===== config.mk =====
export PLATFORM = sky130hd
export DESIGN_NAME = tpoa_queue
export DESIGN_NICKNAME = d
export VERILOG_FILES = /design/src/rtl/core/tpoa_pkg.sv /design/src/rtl/core/tpoa_queue.sv
export SDC_FILE = /design/constraint.sdc
export NUM_CORES = 1
export LEC_CHECK = 0
export ABC_AREA = 1
export BUFFER_PORTS_ARGS = -buffer_cell sky130_fd_sc_hd__buf_4
export CORE_ASPECT_RATIO = 2
export CORE_MARGIN = 8
export CORE_UTILIZATION = 45
export CTS_BUF_LIST = sky130_fd_sc_hd__clkbuf_8
export CTS_CLUSTER_SIZE = 40
export DETAILED_ROUTE_END_ITERATION = 8
export PLACE_DENSITY = 0.73
export SYNTH_ARGS = -nofsm -noshare
export SYNTH_HDL_FRONTEND = slang
export SYNTH_SLANG_ARGS = --single-unit

===== constraint.sdc =====
create_clock -name clk -period 11.18 [get_ports clk]
set_clock_uncertainty 0.05 [all_clocks]
set_input_delay 3.354 -clock clk [delete_from_list [all_inputs] [get_ports clk]]
set_output_delay 3.354 -clock clk [all_outputs]
set_load 0.01 [all_outputs]

===== src/rtl/core/tpoa_pkg.sv =====
package tpoa_pkg;

  typedef struct packed {
    logic [63:0] last;
    logic [63:0] octets;
    logic [63:0] packets;
  } triple_t;

  localparam int TRIPLE_W = $bits(triple_t);

  localparam logic OP_ACCOUNT = 1'b0;
  localparam logic OP_READ    = 1'b1;

  localparam logic [1:0] SCOPE_TUNNEL = 2'd0;
  localparam logic [1:0] SCOPE_UPLINK = 2'd1;
  localparam logic [1:0] SCOPE_TOTAL  = 2'd2;

  typedef enum logic [1:0] {
    SRC_TUNNEL = 2'd0,
    SRC_UPLINK = 2'd1,
    SRC_TOTAL  = 2'd2,
    SRC_NONE   = 2'd3
  } src_t;

  typedef struct packed {
    logic        is_read;
    logic        fam;
    logic [15:0] len;
    logic [63:0] now;
    logic        hit0;
    logic [15:0] tun0;
    logic        hit1;
    logic [15:0] tun1;
    src_t        src;
    logic [1:0]  rslot;
  } job_t;

  function automatic triple_t bump(triple_t r, logic [15:0] len, logic [63:0] now);
    triple_t n;
    n.packets = r.packets + 64'd1;
    n.octets  = r.octets + {48'd0, len};
    n.last    = now;
    return n;
  endfunction

endpackage


===== src/rtl/core/tpoa_queue.sv =====
module tpoa_queue (
  input  logic           clk,
  input  logic           rst,
  input  logic           in_valid,
  output logic           in_ready,
  input  tpoa_pkg::job_t in_job,
  output logic           out_valid,
  input  logic           out_ready,
  output tpoa_pkg::job_t out_job
);
  import tpoa_pkg::*;

  job_t       slots [2];
  logic       wp;
  logic       rp;
  logic [1:0] count;
  logic       push;
  logic       pop;

  assign in_ready  = (count != 2'd2);
  assign out_valid = (count != 2'd0);
  assign out_job   = slots[rp];
  assign push      = in_valid && in_ready;
  assign pop       = out_valid && out_ready;

  always_ff @(posedge clk) begin
    if (push) begin
      slots[wp] <= in_job;
    end
  end

  always_ff @(posedge clk) begin
    if (rst) begin
      wp    <= 1'b0;
      rp    <= 1'b0;
      count <= 2'd0;
    end else begin
      if (push) begin
        wp <= ~wp;
      end
      if (pop) begin
        rp <= ~rp;
      end
      case ({push, pop})
        2'b10:   count <= count + 2'd1;
        2'b01:   count <= count - 2'd1;
        default: count <= count;
      endcase
    end
  end

endmodule


==> metrics.md <==
| Metric | Value |
|---|---|
| Bufs on Longest Clock Path | 3 |
| Layout cell share with drive strength beyond 1 | 58.6% |
| Post-layout util | between 50% and 60% |
| Area Growth Syn to Fin | 30.1% |
| Yosys top cell area share | 80.7% |
| CP Capture Type | output port |
| Top cell type by total area after synthesis | edfxtp_1 |
| Die area | about 25,000 um2 |
| DR DRC count | 0 |
| Initial antenna violation count | 0 |
| Worst-skew pair later-pin latency | ~0.50 ns |
| Via count | ~4,600 |
| Hold Path Class | reg -> reg |
| Clk slew on worst S/H paths | 0.06 ns |
| RR Endpoint | slots[0][78] |
| Critical R2R Launch | count[0] |
| Register area share after synthesis | 81.8% |
| Kind of critical path | reg -> out |
| CTS resizes | 0 |
| Max Cap Viol | 0 |
| Row count | 73 |
| Routed len/inst | about 19 um |
| Iteration-0 DRC Markers | between 200 and 250 |
| GRT Util Overall | 14.4% |
| Req. time, crit path | about 7.8 ns |
| Total Power | approximately 2200 uW |
| Core area | approximately 20,000 um2 |
| RSZ-0062 raised after global routing | no |
| Commonest non-fill, non-tap cell in the layout | buf_4 |
| Pins Over Slew Limit | 0 |
| IO Pins | between 200 and 250 |
| Cell variety after synth | 12 |
| Actual slew at the worst max-slew pin | roughly 0.86 ns |
| Startpoint Class | flop |
| Largest net degree at the start of global routing | 64 |
| CP Max Fanout | 63 |
| Vias in the first global route | 5,165 |
| Rel. slew slack | roughly 43% |
| Total grt overflow | 0 |
| Lkg Pwr | roughly 0.0044 uW |
| Final #Nets | 810 |
| Register bit total from synthesis | approximately 250 |
| Buffers on Ports | 245 |
| Worst setup path endpoint | out_job[43] |
| Root Buffer | clkbuf_8 |
| Tcrit/Tclk final | 55.2% |
| Placement Setup Slack | 5.48 ns |
| CTS Sinks | ~250 |
| Initial DRT Pass Iterations | 4 |
| First-pass GRT wire length | roughly 28,000 um |
| Reg2Reg Depth | 5 |
| PD cells | around 190 nW/um2 |
| DP Wirelength | about 12,000 um |
| Hold Fails Final Rpt | 0 |
| Setup WS post-layout | roughly 5.0 ns |
| Routability cong. | 0.698 |
| Status | finished clean |
| Post CTS Setup Buffer Count | 0 |
| Synth warn | 0 |
| Post-CTS Hold Buffers | 0 |
| R2R Setup Slk | 9.18 ns |
| Vias per inst | 4.80 |
| CTS H-tree lvls | 2 |
| Total CTS buffers | 35 |
| F_max | about 160 MHz |
| Most frequent cells in the layout | buf_4 (250), edfxtp_1 (240), mux2_2 (120) |
| Drt total wl | 18,300 um |
| Initial Util | between 40 and 50% |
| Number of diodes | 0 |
| CTS tree | built |
| Top cells by area, synth | edfxtp_1 (81%), mux2_2 (15%), buf_6 (1.4%) |
| Setup_tns | 0 ns |
| Syn avg cell area | roughly 22 um2 |
| Cell count after synthesis | approximately 400 |
| Chip width | approximately 120 um |
| Post-route ant nets | 0 |
| Die height | around 220 um |
| Syn Std Cell Area | a little under 9000 um2 |
| Syn_nets | between 500 and 600 |
| Min Tclk post-route | approximately 6 ns |
| Setup violators final | 0 |
| Worst VDD drop | between 100 and 150 uV |
| Worst path arrival time | 2.77 ns |
[worst max-delay path: stages (launching register included)]
cell	delay, ns
dfxtp_4	0.86
buf_4	0.74
mux2_2	0.43
buf_4	0.14
[sequential cells by signal (all words and copies together), names as in the netlist, named ones only]
register / flops
slots: 240
wp: 1
rp: 1
count: 2
[per-layer routing]
metal	vias to the layer above	part of all wire [%]	track usage, %
met5	-	0	0
met4	0	2.5	5.88
met3	29	13	7.13
met2	244	43	20.9
met1	2221	41	17.8
li1	2155	-	-
[through the flow]
stage | instance area (um2) | instances | hold slack, ns
2_1_floorplan | 8930 | 411 | 0.415
3_3_place_gp | 11000 | 910 | 0.433
3_5_place_dp | 11000 | 910 | 0.443
4_1_cts | 11600 | 969 | 0.459
5_1_grt | 11600 | 969 | 0.522
6_report | 11600 | 969 | 0.454
[report_power, final]
group	switching (uW)	internal [uW]	leakage, uW	total, uW
logic	227	249	0.00173	475
registers	38.9	1130	0.00229	1160
clock network	304	305	0.000344	609
total	570	1680	0.00436	2250
[cell usage after synthesis]
library cell  instances
ha_1                  1
inv_1                 8
a21oi_1               2
edfxtp_1            240
mux2_2              120
nand2_1               8
nor2_1               10
buf_6                11
dfxtp_1               5
buf_2                 2
o21ai_0               3
nand4_1               1
[cell families after synthesis]
group / count (synthesis) / synth area share [%]
AND/OR/NAND/NOR: 19 / 0.826
AO/OA/AOI/OAI: 5 / 0.280
flip-flops: 245 / 81.8
buffers and inverters: 21 / 1.83
multiplexers: 120 / 15.1
adder cells (fa/ha/maj): 1 / 0.140
[how the worst min path moves through the flow]
| stage | start | to | slack [ns] | cells past startpoint |
|---|---|---|---|---|
| after floorplan | rp | flop | 0.41 | 2 |
| after global placement | rp | rp | 0.43 | 2 |
| after detailed placement | rp | rp | 0.44 | 2 |
| after CTS | rp | rp | 0.46 | 2 |
| after global routing | count[1] | count[1] | 0.52 | 2 |
| final | rp | rp | 0.45 | 2 |
[layout make-up]
class                   count  area [um2]
clock buffers              37         509
clock inverters            22        90.1
fillers                  1472        8020
inverters                   8        30.0
multi-input cells         145        1480
flip-flops and latches    245        7310
well taps                 262         328
repair buffers            250        1880
Power figures use the tool's default switching activity.
