`src/rtl/core/tpoa_pkg.sv`:
```
package tpoa_pkg;

  typedef struct packed {
    logic [63:0] last;
    logic [63:0] octets;
    logic [63:0] packets;
  } triple_t;

  localparam int TRIPLE_W = $bits(triple_t);

  localparam logic OP_ACCOUNT = 1'b0;
  localparam logic OP_READ    = 1'b1;

  localparam logic [1:0] SCOPE_TUNNEL = 2'd0;
  localparam logic [1:0] SCOPE_UPLINK = 2'd1;
  localparam logic [1:0] SCOPE_TOTAL  = 2'd2;

  typedef enum logic [1:0] {
    SRC_TUNNEL = 2'd0,
    SRC_UPLINK = 2'd1,
    SRC_TOTAL  = 2'd2,
    SRC_NONE   = 2'd3
  } src_t;

  typedef struct packed {
    logic        is_read;
    logic        fam;
    logic [15:0] len;
    logic [63:0] now;
    logic        hit0;
    logic [15:0] tun0;
    logic        hit1;
    logic [15:0] tun1;
    src_t        src;
    logic [1:0]  rslot;
  } job_t;

  function automatic triple_t bump(triple_t r, logic [15:0] len, logic [63:0] now);
    triple_t n;
    n.packets = r.packets + 64'd1;
    n.octets  = r.octets + {48'd0, len};
    n.last    = now;
    return n;
  endfunction

endpackage

```
`src/rtl/core/tpoa_front.sv`:
```
module tpoa_front #(
  parameter int TUNNEL_COUNT = 1024
) (
  input  logic          clk,
  input  logic          rst,
  input  logic          cfg_wr_en,
  input  logic [9:0]    cfg_wr_data,
  input  logic          in_valid,
  output logic          in_ready,
  input  logic          in_op,
  input  logic [127:0]  in_data,
  output logic          job_valid,
  input  logic          job_ready,
  output tpoa_pkg::job_t job
);
  import tpoa_pkg::*;

  localparam logic [16:0] TC = 17'(TUNNEL_COUNT);

  logic [9:0]  highest_tunnel;
  logic [15:0] in_tun;
  logic [15:0] out_tun;
  logic        fam;
  logic [15:0] len;
  logic [63:0] now;
  logic [1:0]  scope;
  logic [9:0]  rtun;
  logic        rfam;
  logic        rdir;
  logic        in_hit;
  logic        out_hit;
  logic        rtun_ok;
  src_t        src;

  always_ff @(posedge clk) begin
    if (rst) begin
      highest_tunnel <= '0;
    end else if (cfg_wr_en) begin
      highest_tunnel <= cfg_wr_data;
    end
  end

  assign in_tun  = in_data[15:0];
  assign out_tun = in_data[31:16];
  assign fam     = in_data[32];
  assign len     = in_data[48:33];
  assign now     = in_data[112:49];
  assign scope   = in_data[114:113];
  assign rtun    = in_data[124:115];
  assign rfam    = in_data[125];
  assign rdir    = in_data[126];

  // own counters only up to the configured tunnel and within storage
  assign in_hit  = (in_tun <= {6'd0, highest_tunnel}) && ({1'b0, in_tun} < TC);
  assign out_hit = (out_tun <= {6'd0, highest_tunnel}) && ({1'b0, out_tun} < TC);
  assign rtun_ok = {7'd0, rtun} < TC;

  always_comb begin
    case (scope)
      SCOPE_TUNNEL: src = rtun_ok ? SRC_TUNNEL : SRC_NONE;
      SCOPE_UPLINK: src = SRC_UPLINK;
      SCOPE_TOTAL:  src = SRC_TOTAL;
      default:      src = SRC_NONE;
    endcase
  end

  always_comb begin
    job.is_read = (in_op == OP_READ);
    job.fam     = fam;
    job.len     = len;
    job.now     = now;
    job.src     = src;
    job.rslot   = {rfam, rdir};
    job.hit1    = out_hit;
    job.tun1    = out_tun;
    if (in_op == OP_READ) begin
      job.hit0 = (src == SRC_TUNNEL);
      job.tun0 = {6'd0, rtun};
    end else begin
      job.hit0 = in_hit;
      job.tun0 = in_tun;
    end
  end

  assign job_valid = in_valid;
  assign in_ready  = job_ready;

endmodule

```
`config.mk`:
```
export PLATFORM = sky130hd
export DESIGN_NAME = tpoa_front
export DESIGN_NICKNAME = d
export VERILOG_FILES = /design/src/rtl/core/tpoa_pkg.sv /design/src/rtl/core/tpoa_front.sv
export SDC_FILE = /design/constraint.sdc
export NUM_CORES = 1
export LEC_CHECK = 0
export BUFFER_PORTS_ARGS = -buffer_cell sky130_fd_sc_hd__clkbuf_2
export CAP_MARGIN = 30
export CORE_AREA = 3 3 101 103
export DETAILED_ROUTE_END_ITERATION = 8
export DIE_AREA = 0 0 104 106
export PLACE_DENSITY_LB_ADDON = 0.15
export SETUP_SLACK_MARGIN = 0.3
export SYNTH_ARGS = -nofsm -noshare
export SYNTH_HDL_FRONTEND = slang
export SYNTH_SLANG_ARGS = --single-unit
export TNS_END_PERCENT = 50
```
`constraint.sdc`:
```
create_clock -name clk -period 4.1 [get_ports clk]
set_clock_uncertainty 0.1 [all_clocks]
set_input_delay 0.41 -clock clk [delete_from_list [all_inputs] [get_ports clk]]
set_output_delay 0.41 -clock clk [all_outputs]
set_load 0.005 [all_outputs]
```
==> run summary <==
Status: complete, no violations
Area grow syn2layout: -7.00%
Worst setup SP type: flip-flop
Max FFs per register: 10
FMAX: 0.432 GHz
ANT cells: 0
Worst slew pin tran: 0.442 ns
P_int: 0.000237 W
Pre-CTS worst setup slack: 1.84 ns
Worst setup margin: 1.78 ns
Global-route usage over all layers: 0.0786
CTS Buffer Depth: 2
Post-route cell area: 1680 um2
Post-synthesis cell count: 224
Combinational share of power: 0.396
Post-cts sizing count: 0
Vias in the first global route: 1260
Site Rows: 35
Clk slew on worst S/H paths: 0.04 ns
Clock network power share: 0.287
Hold depth: 3
RD Place Congestion: 0.693
Max Slew Vio Count: 0
Max-cap violations: 0
Worst EP required: 3.59 ns
Fraction of layout instances using a drive strength above 1: 0.509
Most used flip-flop cell after synthesis: dfxtp_1
DIE HEIGHT: 106 um
Antenna violations before repair: 0
Total wire length: 4810 um
Number of port buffers: 94
Peak supply drop: 145 uV
Switch share: 0.299
Biggest regs: highest_tunnel: 10 flops
Final nets: 378
Remaining DRCs: 0
RSZ-0062 raised after global routing: no
CP endpoint kind: output pin
Via/cell ratio: 3.78
CTS root buffer: clkbuf_8
First-pass GRT wire length: 6840 um
Count of final hold-check violations: 0
Grt ovf: 0
H-tree Lvls: 1
CTS tree: done
Seq pwr share: 0.317
Slew HR: 0.706
Syn Nets: 388
Crit-path max FO: 2
Drt wl/cell: 14.1 um
EDFF count, synth: 0
Fillcell total: 1084
Fin crit period: 2.32 ns
DIE WIDTH: 104 um
Largest net degree at the start of global routing: 21
DR iter-0 viols: 26
Hold_buf cts: 0
Final worst-path cycle share: 0.565
Synthesized area: 1800 um2
Setup_tns: 0 ns
NetSw: 0.000101 W
Post-DP HPWL: 4480 um
Syn avg cell area: 8.05 um2
Yosys warns: 0
DP Area: 1640 um2
Post-synth ARST share: 0
Reg area: 200 um2
Core Area: 9280 um2
Most flops, register: highest_tunnel
Initial core utilization: 0.194
R2R depth: 2
Total die area: 11000 um2
IO Pins: 266
Setup Buffers After CTS: 0
Pre-antenna DRT Iters: 4
Worst Setup Path Type: flip-flop to output pin
Synth unique cells: 28
#FFs+latches synth: 10
Clk_lat worst skew: 0.23 ns
CTS Sinks: 10
Pwr dens: 202 nW/um2
Num CTS Buffers: 3
Setup-failing EPs final: 0
Final core occ: 0.181
DR vias: 1289
Crit path DAT: 1.81 ns
Hold slack: 0.319 ns
Post-route ant nets: 0
Worst hold path type: input pin to flip-flop
Leak: 0.854 nW
Sequential element share of the synthesized area: 0.111
Multi-input gate area: 759 um2
-- stage by stage --
stage	power (W)	cells
floorplan	0.000257	224
global placement	0.000247	338
detailed placement	0.000247	338
CTS	0.000347	341
global route	0.000369	341
finish	0.000338	341
-- path summary, 6_finish.rpt --
check	slack (ns)	start	end
max reg2reg	3.35	highest_tunnel[0]$_SDFFE_PP0P_	highest_tunnel[0]$_SDFFE_PP0P_
min	0.32	cfg_wr_data[8]	highest_tunnel[8]$_SDFFE_PP0P_
max	1.78	highest_tunnel[1]$_SDFFE_PP0P_	job[20]
min reg2reg	0.39	highest_tunnel[7]$_SDFFE_PP0P_	highest_tunnel[7]$_SDFFE_PP0P_
-- synthesized netlist by cell type (all sizes together) (2+ instances only) --
| library cell | number | share of area |
|---|---|---|
| nand4 | 4 | 0.014 |
| o21ai | 4 | 0.011 |
| nor4 | 2 | 0.010 |
| mux2i | 10 | 0.055 |
| ha | 20 | 0.14 |
| inv | 12 | 0.025 |
| o211ai | 2 | 0.0083 |
| nor2b | 10 | 0.035 |
| clkbuf | 2 | 0.0042 |
| mux2 | 9 | 0.056 |
| a21oi | 5 | 0.014 |
| dfxtp | 10 | 0.11 |
| a21o | 2 | 0.0083 |
| nand2 | 6 | 0.012 |
| buf | 107 | 0.44 |
| nor2 | 11 | 0.023 |
-- power groups by stage --
stage	sequential [W]	clock [W]	combinational [W]
2_1_floorplan	0.000107	0	0.000150
3_3_place_gp	0.000109	0	0.000138
3_5_place_dp	0.000109	0	0.000138
4_1_cts	0.000107	0.000101	0.000139
5_1_grt	0.000108	0.000107	0.000154
6_report	0.000107	0.0000971	0.000134
-- metal layers --
layer | wire length, um | up-vias | global-route usage
li1 | - | 617 | -
met1 | 1700 | 548 | 0.0806
met2 | 2440 | 104 | 0.140
met3 | 559 | 20 | 0.0370
met4 | 119 | 0 | 0.0294
met5 | 0 | - | 0
-- kinds of logic after synthesis --
family	synth area share
adder cells (fa/ha/maj)	0.139
AND/OR/NAND/NOR	0.103
multiplexers	0.112
AO/OA/AOI/OAI	0.0673
buffers and inverters	0.468
flip-flops	0.111
-- worst max-delay path: stages (launching register included) --
cell and delay (ns):
dfxtp_1 0.33, inv_1 0.07, ha_1 0.28, nor2b_1 0.13, o211ai_1 0.17, a21o_1 0.14, a41oi_1 0.15, nor4_2 0.16
clkbuf_2 0.15
-- layout by cell type (no fill, tap or decap), drive strengths merged, types with 2 or more instances in the layout --
cell type,instances
nand4,4
a21o,2
clkbuf,97
nand2,6
ha,20
mux2,9
inv,12
nor2,11
nor4,2
o21ai,4
o211ai,2
mux2i,10
a21oi,5
nor2b,10
dfxtp,10
-- area by class of cell --
| type | count | area share |
|---|---|---|
| clock buffer | 3 | 0.0246 |
| timing repair buffer | 94 | 0.280 |
| tap | 129 | 0.0962 |
| inverter | 12 | 0.0268 |
| sequential | 10 | 0.119 |
| multi-input combinational | 93 | 0.453 |
(Power assumes the default switching activity.)
